$ cat src/rtl/ppa_pkg.sv
// Shared constants, types and opcodes of the polygon containment and area block.
package ppa_pkg;

  localparam int MAX_VERTICES = 256;
  localparam int COORD_BITS   = 16;
  localparam int MIN_POLY     = 3;
  localparam int OP_W         = 2;
  localparam int AREA_W       = 48;
  localparam int VCOUNT_W     = 9;

  localparam int CNT_W  = $clog2(MAX_VERTICES + 1);
  localparam int IDX_W  = $clog2(MAX_VERTICES);
  localparam int EXT_W  = COORD_BITS + 1;
  localparam int PROD_W = 2 * EXT_W;
  localparam int ACC_W  = PROD_W + IDX_W;
  localparam int SAT_W  = (ACC_W > AREA_W) ? ACC_W : AREA_W;

  localparam logic [AREA_W-1:0] AREA_MAX = '1;

  localparam logic [OP_W-1:0] OP_CLEAR  = 2'd0;
  localparam logic [OP_W-1:0] OP_APPEND = 2'd1;
  localparam logic [OP_W-1:0] OP_QUERY  = 2'd2;

  typedef struct packed {
    logic [COORD_BITS-1:0] x;
    logic [COORD_BITS-1:0] y;
  } vertex_t;

  typedef struct packed {
    logic shift_in;
    logic rotate;
  } chain_ctrl_t;

  typedef struct packed {
    logic start;
    logic edge_en;
    logic first;
    logic finish;
  } edge_ctrl_t;

endpackage

$ cat src/rtl/ppa_cell.sv
// One vertex cell of the ring: a coordinate pair register that loads its neighbor.
module ppa_cell import ppa_pkg::*; (
  input  logic    clk,
  input  logic    en,
  input  vertex_t d,
  output vertex_t q
);

  vertex_t vtx_r;

  always_ff @(posedge clk) begin
    if (en) begin
      vtx_r <= d;
    end
  end

  assign q = vtx_r;

endmodule

$ cat src/rtl/ppa_chain.sv
// Row of vertex cells: appends enter at the tail, a query rotates the whole ring once.
module ppa_chain import ppa_pkg::*; (
  input  logic        clk,
  input  chain_ctrl_t ctrl,
  input  vertex_t     new_vtx,
  output vertex_t     head,
  output vertex_t     tail
);

  vertex_t cell_q [MAX_VERTICES];
  vertex_t tail_in;
  logic    en;

  assign en      = ctrl.shift_in | ctrl.rotate;
  // wrap the head back into the tail while walking
  assign tail_in = ctrl.rotate ? cell_q[0] : new_vtx;

  for (genvar k = 0; k < MAX_VERTICES; k++) begin : g_cell
    if (k == MAX_VERTICES - 1) begin : g_tail
      ppa_cell u_cell (.clk(clk), .en(en), .d(tail_in), .q(cell_q[k]));
    end else begin : g_body
      ppa_cell u_cell (.clk(clk), .en(en), .d(cell_q[k+1]), .q(cell_q[k]));
    end
  end

  assign head = cell_q[0];
  assign tail = cell_q[MAX_VERTICES-1];

endmodule

$ cat config.mk
export PLATFORM = sky130hd
export DESIGN_NAME = ppa_chain
export DESIGN_NICKNAME = d
export VERILOG_FILES = /design/src/rtl/ppa_pkg.sv /design/src/rtl/ppa_cell.sv /design/src/rtl/ppa_chain.sv
export SDC_FILE = /design/constraint.sdc
export NUM_CORES = 2
export LEC_CHECK = 0
export CORE_ASPECT_RATIO = 0.9
export CORE_MARGIN = 8
export CORE_UTILIZATION = 30
export CTS_BUF_LIST = sky130_fd_sc_hd__clkbuf_4
export CTS_CLUSTER_DIAMETER = 50
export DETAILED_ROUTE_END_ITERATION = 7
export DONT_BUFFER_PORTS = 1
export PLACE_DENSITY_LB_ADDON = 0.12
export SYNTH_ARGS = -nofsm -noshare
export SYNTH_HDL_FRONTEND = slang
export SYNTH_SLANG_ARGS = --single-unit
$ cat constraint.sdc
create_clock -name clk -period 289.6 [get_ports clk]
set_clock_uncertainty 0.05 [all_clocks]
set_input_delay 57.92 -clock clk [delete_from_list [all_inputs] [get_ports clk]]
set_output_delay 57.92 -clock clk [all_outputs]
set_load 0.02 [all_outputs]
After elaboration in Yosys (flattened, before gate mapping)
Cells that the tools add are included.
{ "op_classes": {"addsub": 0, "n_mul": 0, "div_mod_pow": 0, "magnitude_cmp": 0, "n_eq_ne": 0, "shifts": 0, "n_mux": 1, "bitwise": 1, "reduce_logical": 0} }
{ "op_table": {"columns": ["op", "n"], "rows": [
  ["two-way mux 32 bit", 1],
  ["OR 1 bit", 1]
]} }
{ "word_totals": {"regBits": 8192, "latchBits": 0, "ram_bits": 0, "romBits": 0, "inputBits": 35, "output_inout_bits": 64, "wordCells": 514, "memories": 0} }

Logic depth before layout (Yosys ltp)
{ "depth": {"ltp_word": 1, "ltp_mapped": 3, "mapped_depth_nobuf": 1} }

Cells and area by module
Synthesis repeated with hierarchy kept, for this count alone.
{ "unflattened": {"cells_unflattened": 8229, "hier_area_um2": 246542.7} }
{ "by_module_without_submodules": {"columns": ["module", "instances", "cells_each", "area_each_um2", "seq_area_each_um2"], "rows": [
  ["ppa_cell", 256, 32, 960.9, 960.9],
  ["ppa_chain", 1, 37, 546.8, 0.0]
]} }

Worst setup path after synthesis
Ideal clock, no wire load.
{ "synth_timing": {"path_kind": "input port to flip-flop", "startpoint": "input ctrl[1] in the netlist's numbering", "endpoint": "register g_cell[0].g_body.u_cell.vtx_r (netlist bit g_cell[0].g_body.u_cell.q[0]) (enable)", "setup_ns": 9.357, "arrival_time_ns": 233.897, "required_ns": 280.193, "path_slack_ns": 46.296, "path_stages": 1, "path_buffers": 0, "cell_sequence": "or2_1"} }
{ "synth_between": {"elab_chain_len": 1} }
{ "synth_lines": {"columns": ["element", "line", "source"], "rows": [
  ["start: declaration", "ppa_chain.sv:4", "input chain_ctrl_t ctrl,"],
  ["OR 1 bit", "ppa_chain.sv:14", "assign en = ctrl.shift_in | ctrl.rotate;"],
  ["end signal: assignment", "ppa_cell.sv:13", "vtx_r <= d;"],
  ["end: declaration", "ppa_cell.sv:9", "vertex_t vtx_r;"]
]} }
No other way between the ends.
A chain may end at the register's enable or synchronous reset.

Final worst setup path
{ "layout_timing": {"startpoint": "input ctrl[0] in the netlist's numbering", "endpoint": "register g_cell[46].g_body.u_cell.vtx_r (netlist bit g_cell[46].g_body.u_cell.q[10]) (enable)"} }
{ "layout_between": {"elab_chain_len": 1} }
{ "layout_lines": {"columns": ["element", "line"], "rows": [
  ["OR 1 bit", "ppa_chain.sv:14"],
  ["end signal: assignment", "ppa_cell.sv:13"],
  ["end: declaration", "ppa_cell.sv:9"]
]} }
No other way between the ends.

==> impl_metrics.csv <==
group,metric,value,unit
status,status,"completed",
power,p_sw,0.520,mW
synth,yosys-mux-area-fraction,0.190,%
critical_path,ff2ff_setup_slack,288280,ps
clock_network,clkTransAtPathRegs,60,ps
sta,setup_viol,0,
route,wl,328,mm
cells_and_area,nNetsFinal,10600,
clock_network,cts_hold_buf,0,
floorplan,die_h,877,um
route,dr.pass1.iters,4,
clock_network,clock_sinks,8192,
min_path,worst_hold_path_type,"flip-flop to flip-flop",
critical_path,cp.required,290780,ps
synth,syn-num-nets,8328,
cells_and_area,layout_common_cells,"edfxtp_1 (8192), clkbuf_4 (3279), clkinv_1 (264)",
sta,maxSlewViolCount,0,
floorplan,io_pins,99,
cells_and_area,final_common_cell,"edfxtp_1",
critical_path,slowest_stage,"buf_4",
power,power_frac_comb,0.9,%
route,first_iter_violations,6848,
route,drt-vias-per-instance,3.81,
synth,synth_seq_cells,8192,
synth,synth_top_family_by_area,"buffers and inverters",
sta,rsz0062_at_grt,"false",
critical_path,cp_cell_sequence,"or2_4 -> buf_4 -> buf_12 -> buf_4 -> buf_4 -> buf_4 -> buf_4 -> buf_4 -> buf_4",
synth,syn_avg_cell_area,29.8,um2
power,swShare,20.5,%
floorplan,die_w,973,um
global_route,grt_max_degree,200,
route,drc,0,
power,powerDensity,8.78,mW/mm2
synth,synth-simple-area-share,0.00253,%
place,portBuffers,0,
job,maxCapViolCount,0,
synth,netlist_instances,8293,
place,dpl.hpwl,121,mm
synth,synth_fa_ha_area_share,0,%
critical_path,worst_path_most_repeated_cell,"buf_4",
global_route,grt_pass1_wl,536,mm
critical_path,cp_slowest_stage_delay,920,ps
power,power,2.53,mW
floorplan,initial_core_util,30.1,%
power,seq_power_share,59.5,%
power,leakagePower,101,nW
place,gp_congestion,0.667,
route,ant_nets,0,
clock_network,ctsRootBufferMaster,"clkbuf_4",
sta,worst_slew_pin_slew,1250,ps
cells_and_area,area_growth,16.7,%
synth,ys_seq_area_share,99.6,%
power,power_frac_clock,39.5,%
critical_path,worstSetupPathType,"input port to flip-flop",
global_route,grt_pass1_vias,94200,
synth,syn_area,0.247,mm2
critical_path,endpoint_kind,"flip-flop",
clock_network,post_cts_buffers,0,
sta,hold_viol,0,
sta,fin_crit_sh,22.1,%
route,num_vias,87600,
sta,maxSlewHeadroom,16.5,%
synth,synth_xor_area_share,0,%
clock_network,clock_latency,1660,ps
sta,fin_ws,225540,ps
clock_network,cts_resized,0,
cells_and_area,fill_cells,75700,
clock_network,cts_tree,"done",
floorplan,num_rows,316,
route,avgRoutedWirePerCell,14.2,um
critical_path,critPathMaxFanout,139,
power,vdd_drop_max,0.00429,mV
sta,fmax,15.6,MHz
clock_network,clockBufferDepth,5,
clock_network,cts_htree_levels,8,
clock_network,cts_inserted_buffers,2247,
global_route,antenna_found_initial,15,
synth,synth_warnings,0,
place,dpl_worst_slack,223700,ps
critical_path,cp.arrival,65240,ps
floorplan,core-area,0.822,mm2
synth,synth_cell_types,7,
sta,min_period,64060,ps
cells_and_area,layout-drive-gt1-share,29.5,%
global_route,track_usage,7.83,%
critical_path,cp-start-kind,"input port",
power,power.internal,2.01,mW
floorplan,die-area,0.853,mm2
sta,tns,0,ps
synth,synth_compound_area_share,0,%
global_route,grt-ovfl-total,0,
per-layer routing:
metal / vias up / wire length, um / GRT usage, %
li1: 39900 / - / -
met1: 44300 / 163000 / 11.4
met2: 2264 / 130000 / 9.14
met3: 1163 / 20900 / 3.34
met4: 2 / 14000 / 5.19
met5: - / 12 / 0
synth_stat cells, drive strengths merged:
master / number / area share [%]
edfxtp: 8192 / 100
or2: 1 / 0.0025
mux2: 32 / 0.19
buf: 68 / 0.22
sequential cells by signal, indices dropped and copies added, names as in the netlist:
| signal | count |
|---|---|
| g_cell.g_body.u_cell.q | 8160 |
| g_cell.g_tail.u_cell.q | 32 |
power by group through the flow:
| stage | Sequential [mW] | Combinational, mW | Clock [mW] |
|---|---|---|---|
| after CTS | 1.51 | 0.0251 | 1.06 |
| final | 1.51 | 0.0240 | 0.999 |
| after global routing | 1.52 | 0.0270 | 1.12 |
| after global placement | 1.53 | 0.0237 | 0 |
| after detailed placement | 1.53 | 0.0255 | 0 |
| after floorplan | 1.94 | 0.0191 | 0 |
worst max-delay path: cells and delay by family:
kind          cells  cell delay [ps]
buf+inv           8             6060
simple gates      1              670
layout make-up:
class	instances	area, um2	share of cell area [%]
clock inverter	401	2400	0.833
antenna	30	75.1	0.0260
sequential	8192	246000	85.3
timing repair buffer	96	933	0.324
tap	11000	13700	4.76
multi-input combinational	33	478	0.166
clock buffer	3279	24600	8.54
cell families after synthesis:
kind of cell | Yosys count
DFF | 8192
and+or+nand+nor | 1
buffers and inverters | 68
muxes | 32
through the flow:
stage | cells | utilization [%] | hold WS (ps) | area, um2
after floorplan | 8293 | - | 350 | 247000
after global placement | 19300 | 31.8 | 350 | 261000
after detailed placement | 19300 | 31.8 | 355 | 261000
after CTS | 23000 | 35.1 | 245 | 288000
after global routing | 23000 | 35.1 | 255 | 288000
final | 23000 | 35.1 | 272 | 288000
final timing paths:
check                                            startpoint                                        end  cells after the start
setup / recovery                                    ctrl[0]   g_cell[46].g_body.u_cell.q[10]$_DFFE_PP_                      9
hold / removal     g_cell[175].g_body.u_cell.q[9]$_DFFE_PP_   g_cell[174].g_body.u_cell.q[9]$_DFFE_PP_                      0
hold reg to reg    g_cell[175].g_body.u_cell.q[9]$_DFFE_PP_   g_cell[174].g_body.u_cell.q[9]$_DFFE_PP_                      0
setup reg to reg  g_cell[255].g_tail.u_cell.q[23]$_DFFE_PP_  g_cell[254].g_body.u_cell.q[23]$_DFFE_PP_                      1
Power figures use the tool's default switching activity.
