--- config.mk ---
export PLATFORM = sky130hd
export DESIGN_NAME = ppa_edge_unit
export DESIGN_NICKNAME = d
export VERILOG_FILES = /design/src/rtl/ppa_pkg.sv /design/src/rtl/ppa_edge_unit.sv
export SDC_FILE = /design/constraint.sdc
export NUM_CORES = 2
export LEC_CHECK = 0
export BUFFER_PORTS_ARGS = -buffer_cell sky130_fd_sc_hd__buf_2
export CAP_MARGIN = 30
export CORE_UTILIZATION = 65
export DETAILED_ROUTE_END_ITERATION = 10
export PLACE_DENSITY_LB_ADDON = 0.05
export SLEW_MARGIN = 20
export SYNTH_ARGS = -nofsm -noshare
export SYNTH_HDL_FRONTEND = slang
export SYNTH_SLANG_ARGS = --single-unit
--- constraint.sdc ---
create_clock -name clk -period 19.9 [get_ports clk]
set_input_delay 3.98 -clock clk [delete_from_list [all_inputs] [get_ports clk]]
set_output_delay 3.98 -clock clk [all_outputs]
set_load 0.03 [all_outputs]
--- src/rtl/ppa_pkg.sv ---
// Shared constants, types and opcodes of the polygon containment and area block.
package ppa_pkg;

  localparam int MAX_VERTICES = 256;
  localparam int COORD_BITS   = 16;
  localparam int MIN_POLY     = 3;
  localparam int OP_W         = 2;
  localparam int AREA_W       = 48;
  localparam int VCOUNT_W     = 9;

  localparam int CNT_W  = $clog2(MAX_VERTICES + 1);
  localparam int IDX_W  = $clog2(MAX_VERTICES);
  localparam int EXT_W  = COORD_BITS + 1;
  localparam int PROD_W = 2 * EXT_W;
  localparam int ACC_W  = PROD_W + IDX_W;
  localparam int SAT_W  = (ACC_W > AREA_W) ? ACC_W : AREA_W;

  localparam logic [AREA_W-1:0] AREA_MAX = '1;

  localparam logic [OP_W-1:0] OP_CLEAR  = 2'd0;
  localparam logic [OP_W-1:0] OP_APPEND = 2'd1;
  localparam logic [OP_W-1:0] OP_QUERY  = 2'd2;

  typedef struct packed {
    logic [COORD_BITS-1:0] x;
    logic [COORD_BITS-1:0] y;
  } vertex_t;

  typedef struct packed {
    logic shift_in;
    logic rotate;
  } chain_ctrl_t;

  typedef struct packed {
    logic start;
    logic edge_en;
    logic first;
    logic finish;
  } edge_ctrl_t;

endpackage

--- src/rtl/ppa_edge_unit.sv ---
// Pipelined edge unit: crossing test by cross-multiplication and shoelace accumulation.
module ppa_edge_unit import ppa_pkg::*; (
  input  logic              clk,
  input  logic              rst_n,
  input  edge_ctrl_t        ctrl,
  input  vertex_t           point,
  input  vertex_t           cur,
  input  vertex_t           prev,
  output logic              in_poly,
  output logic [AREA_W-1:0] area
);

  vertex_t pt_r;
  vertex_t last_r;
  vertex_t prev_sel;

  logic signed [EXT_W-1:0] xi, yi, xj, yj, px, py;

  logic signed [EXT_W-1:0] sumx_r, dy_r, ax_r, bx_r, by_r;
  logic                    s1_vld_r, s1_cross_r, s1_dpos_r;

  logic signed [PROD_W-1:0] area_p_r, lhs_r, rhs_r;
  logic                     s2_vld_r, s2_cross_r, s2_dpos_r;

  logic signed [ACC_W-1:0] acc_r;
  logic                    par_r;
  logic                    flip;

  logic [ACC_W-1:0]  abs_v;
  logic [SAT_W-1:0]  abs_ext;
  logic [AREA_W-1:0] area_r;
  logic              inside_r;

  // the first real vertex pairs with the newest one, captured at query start
  assign prev_sel = ctrl.first ? last_r : prev;

  assign xi = EXT_W'($signed(cur.x));
  assign yi = EXT_W'($signed(cur.y));
  assign xj = EXT_W'($signed(prev_sel.x));
  assign yj = EXT_W'($signed(prev_sel.y));
  assign px = EXT_W'($signed(pt_r.x));
  assign py = EXT_W'($signed(pt_r.y));

  always_ff @(posedge clk) begin
    if (ctrl.start) begin
      pt_r   <= point;
      last_r <= prev;
    end
  end

  // operand stage
  always_ff @(posedge clk) begin
    sumx_r     <= xj + xi;
    dy_r       <= yj - yi;
    ax_r       <= px - xi;
    bx_r       <= xj - xi;
    by_r       <= py - yi;
    s1_cross_r <= (yi > py) != (yj > py);
    s1_dpos_r  <= yj > yi;
  end

  // product stage
  always_ff @(posedge clk) begin
    area_p_r   <= PROD_W'(sumx_r) * PROD_W'(dy_r);
    lhs_r      <= PROD_W'(ax_r) * PROD_W'(dy_r);
    rhs_r      <= PROD_W'(bx_r) * PROD_W'(by_r);
    s2_cross_r <= s1_cross_r;
    s2_dpos_r  <= s1_dpos_r;
  end

  always_ff @(posedge clk) begin
    if (!rst_n) begin
      s1_vld_r <= 1'b0;
      s2_vld_r <= 1'b0;
    end else begin
      s1_vld_r <= ctrl.edge_en;
      s2_vld_r <= s1_vld_r;
    end
  end

  assign flip = s2_cross_r && (s2_dpos_r ? (lhs_r < rhs_r) : (lhs_r > rhs_r));

  // accumulate stage
  always_ff @(posedge clk) begin
    if (ctrl.start) begin
      acc_r <= '0;
      par_r <= 1'b0;
    end else if (s2_vld_r) begin
      acc_r <= acc_r + ACC_W'(area_p_r);
      par_r <= par_r ^ flip;
    end
  end

  assign abs_v   = acc_r[ACC_W-1] ? -acc_r : acc_r;
  assign abs_ext = SAT_W'(abs_v);

  always_ff @(posedge clk) begin
    if (ctrl.finish) begin
      inside_r <= par_r;
      area_r   <= (abs_ext > SAT_W'(AREA_MAX)) ? AREA_MAX : AREA_W'(abs_ext);
    end
  end

  assign in_poly = inside_r;
  assign area    = area_r;

endmodule

Yosys cells after proc, flatten, opt, wreduce, memory -nomap -nowiden
Index checks and enable logic that the tools add are counted.
Storage, ports and cells
  word-level logic and storage cells: 46
  flip-flop bits (word level): 349
Operators by class
  multiplexer cells: 4
  $lt $le $gt $ge: 6
  multiply operators: 3
  add/sub/neg operators: 7
  bitwise operators: 1
  reductions and logical operators: 1
  equal/unequal tests: 1
Operators by type and width (number)
  $mul A17 B17 Y34: 3
  $sub A16 B16 Y17: 4
  $gt A16 B16 Y1: 3
  $gt A42 B48 Y1 const B: 1
  $mux W48: 1
  $add A42 B34 Y42: 1
  $mux W42: 1
  $neg A42 Y42: 1
  $gt A34 B34 Y1: 1
  $lt A34 B34 Y1: 1
  $mux W32: 1
  $add A16 B16 Y17: 1
  $logic_and A1 B1 Y1: 1
  $mux W1: 1
  $ne A1 B1 Y1: 1
  $xor A1 B1 Y1: 1

Logic depth before layout (Yosys ltp)
  depth in word-level cells: 4
  mapped depth: 25
  mapped depth without buffers: 23

Worst setup path after synthesis
Ideal clock, no wire load.
  kind: input to register
  start point: input port ctrl[1] (netlist bit)
  end point: register sumx_r[15]
  arrival time: 7.077 ns
  cell stages on the path: 14
  path slack: 12.696 ns
  library setup time: 0.127 ns
  buffers on the path: 2
  data required time: 19.773 ns
  cell sequence: clkbuf_1 > clkbuf_1 > mux2i_1 > inv_1 > ha_1 > nand2b_1 > a21oi_1 > o21ai_0 > a21oi_1 > a21bo_2 > a2111oi_0 > o41ai_1 > and4_1 > or3_1
Between the ends
  cells in the longest elaborated chain, start to end: 2
Ends and longest elaborated chain
  from (decl): line ppa_edge_unit.sv:5  | input edge_ctrl_t ctrl,
  $mux W32: line ppa_edge_unit.sv:35  | assign prev_sel = ctrl.first ? last_r : prev;
  $add A16 B16 Y17: line ppa_edge_unit.sv:53  | sumx_r <= xj + xi;
  to (signal assigned): line ppa_edge_unit.sv:53
  to (decl): line ppa_edge_unit.sv:19  | logic signed [EXT_W-1:0] sumx_r, dy_r, ax_r, bx_r, by_r;
No other way between the ends.
A chain may end at the register's enable or synchronous reset.

Final worst setup path
  start point: register dy_r[16]
  end point: register lhs_r[32]
Between the ends
  cells in the longest elaborated chain, start to end: 1
Ends and longest elaborated chain
  from (decl): line ppa_edge_unit.sv:19
  from (signal assigned): line ppa_edge_unit.sv:54  | dy_r <= yj - yi;
  $mul A17 B17 Y34: line ppa_edge_unit.sv:65  | lhs_r <= PROD_W'(ax_r) * PROD_W'(dy_r);
  to (signal assigned): line ppa_edge_unit.sv:65
  to (decl): line ppa_edge_unit.sv:22  | logic signed [PROD_W-1:0] area_p_r, lhs_r, rhs_r;
No other way between the ends.

==> results.json <==
{
  "syn2layout_area_growth_pct": 5.946,
  "whs_ns": 0.3350,
  "critPathSlowestCell": "dfxtp_1",
  "ys_ff_latch": 342,
  "gp_congestion": 0.9888,
  "finalCritPeriodShare": 0.3846,
  "busiest_layer": "met2",
  "yosys.area.top_type": "fa_1",
  "dr.pass1.iters": 5,
  "ctsResizeCount": 0,
  "grt_pass1_vias": 37470,
  "async_flop_share": 0,
  "slew_violations": 0,
  "die_area_um2": 77380,
  "ys.flop_type": "dfxtp_1",
  "drtAntennaViolNets": 0,
  "clk_path_buf_depth": 3,
  "port-buffer-count": 144,
  "grt_max_degree": 65,
  "netlist_area_um2": 49580,
  "cts_made_buffers": 42,
  "clk_pin_slew_worst_paths_ns": 0.06,
  "fin_setup_tns_ns": 0,
  "postPlaceCellArea_um2": 51070,
  "hold_viol_final": 0,
  "final_area_um2": 52530,
  "cts_tree": "done",
  "dp_hpwl_um": 96390,
  "wire_per_inst_um": 19.01,
  "tightestPinTransition_ns": 0.9248,
  "cts_root_buffer": "clkbuf_16",
  "setup_violations": 0,
  "syn_area_per_cell_um2": 9.519,
  "wl_um": 119000,
  "htree_levels": 2,
  "cts_sinks": 342,
  "die_w_um": 278.2,
  "grt_pass1_wl_um": 195800,
  "cp.arrival_ns": 8.18,
  "grt_usage": 0.3227,
  "antenna_found_initial": 7,
  "maxSlewHeadroom": 0.3675,
  "crit_type": "reg -> reg",
  "nNetsFinal": 6682,
  "start_util": 0.6615,
  "first_iter_violations": 2424,
  "synth.distinct_cells": 70,
  "max_cap_violations": 0,
  "startpoint_type": "flip-flop",
  "die_h_um": 278.2,
  "synth_top_area_share": 0.3610,
  "min_period_ns": 7.654,
  "hp-class": "reg -> reg",
  "rsz0062_at_grt": "no",
  "crit_fanout": 15,
  "insertion_delay_ns": 0.60,
  "synth_edf_count": 107,
  "status": "completed",
  "fillCellCount": 5968,
  "vias": 35750,
  "final_layout_size_suffix_gt1_frac": 0.05539,
  "coreArea_um2": 74950,
  "synth_cells": 5208,
  "met2_usage": 0.5219,
  "worstSetupEndpointType": "flip-flop",
  "synth_warnings": 0,
  "synthTopCellsByArea": "fa_1, ha_1, dfxtp_1",
  "yosysSeqAreaShare": 0.1597,
  "use_met3": 0.04752,
  "crit_path_cell_trace": "clkinv_1 > buf_4 > fa_1 > inv_1 > fa_1 > fa_1 > fa_1 > inv_1 > fa_1 > inv_1 > ha_1 > and3_1 > and3_1 > o311ai_0 > a31oi_1 > a41oi_1 > a2111oi_0 > nor2_1 > o311ai_0 > xor2_1",
  "met1_usage": 0.4463,
  "timing.fmax_mhz": 130.6,
  "overflow": 0,
  "cts_hold_buf": 0,
  "drc": 0,
  "rows": 100,
  "critPathMostFrequentCell": "fa_1",
  "avgViaCountPerCell": 5.709,
  "cts_setup_buffers": 0,
  "required_ns": 20.43,
  "slowest_delay_ns": 0.73,
  "io_pins": 151,
  "clock_skew_ns": 0.04100
}
cell type report:
type / count / area [um^2] / share of cell area
antenna: 3 / 7.507 / 0.0001429
multi-input combinational: 3636 / 37020 / 0.7048
sequential: 342 / 7921 / 0.1508
clock inverter: 20 / 188.9 / 0.003597
inverter: 1063 / 3990 / 0.07596
timing repair buffer: 172 / 953.4 / 0.01815
clock buffer: 57 / 1231 / 0.02344
tap: 969 / 1212 / 0.02308
sequential cells by signal, indices dropped and copies added, names as in the netlist, 16 cells and up:
name      count
last_r       32
dy_r         17
sumx_r       16
pt_r         32
area_p_r     34
lhs_r        34
bx_r         17
acc_r        42
by_r         17
area         42
rhs_r        34
ax_r         17
final timing paths:
check                                  end        from  slack, ns  cells past startpoint
worst max-delay path             lhs_r[32]    dy_r[16]      12.25                     20
worst min-delay path            s2_cross_r  s1_cross_r       0.33                      0
worst max register to register   lhs_r[32]    dy_r[16]      12.25                     20
worst min register to register  s2_cross_r  s1_cross_r       0.33                      0
critical path, delay by kind of cell (launching register included):
family	cells	cell delay, ns
simple gates	3	0.54
compound gates	5	1.98
fa+ha+maj	6	2.92
buf+inv	5	1.24
xor+xnor	1	0.18
flops	1	0.73
cells in the mapped netlist (37+ instances only):
cell,n
and2_1,443
a21oi_1,171
clkbuf_1,160
inv_1,1062
dfxtp_1,235
o21ai_0,105
xor2_1,38
a21o_1,75
xnor2_1,186
ha_1,429
edfxtp_1,107
nor3_1,59
nand3_1,45
nand2_1,494
fa_1,894
nand2b_1,37
nor2_1,182
metrics by stage:
step / cells / setup WS, ns / utilization
floorplan: 5213 / 12.70 / -
CTS: 6258 / 12.28 / 0.7004
detailed placement: 6181 / 12.28 / 0.6814
global placement: 6181 / 12.40 / 0.6814
finish: 6262 / 12.25 / 0.7008
global route: 6259 / 11.75 / 0.7007
kinds of logic (layout without fill, tap and decap cells):
logic type / count (synthesis) / in the layout / share of synthesized area
fa+ha+maj: 1323 / 1323 / 0.4693
mux: 59 / 59 / 0.01264
flops: 342 / 342 / 0.1597
buf+inv: 1235 / 1312 / 0.09396
simple gates: 1424 / 1424 / 0.1446
other cells: 1 / 9 / 0.00007564
xor+xnor: 224 / 224 / 0.03957
compound gates: 600 / 600 / 0.08020
per-layer routing:
layer / share of wire / wire, um
met1: 0.43 / 50630
met2: 0.47 / 55410
met3: 0.073 / 8656
met4: 0.036 / 4278
met5: 0.00056 / 67
placed cells by master, fill, tap and decap left out, drive strengths merged, types with 28 or more instances in the layout:
cell type,count
a21o,75
a21oi,171
and2,444
buf,172
clkbuf,57
dfxtp,235
edfxtp,107
fa,894
ha,429
inv,1062
mux2,29
mux2i,30
nand2,494
nand2b,37
nand3,45
nand4,29
nor2,182
nor2b,33
nor3,59
o21a,28
o21ai,106
or3,37
xnor2,186
xor2,38
Power is left out: the tool's default activity adds up to more than one toggle a clock period on the data nets, which glitch-free logic cannot reach.
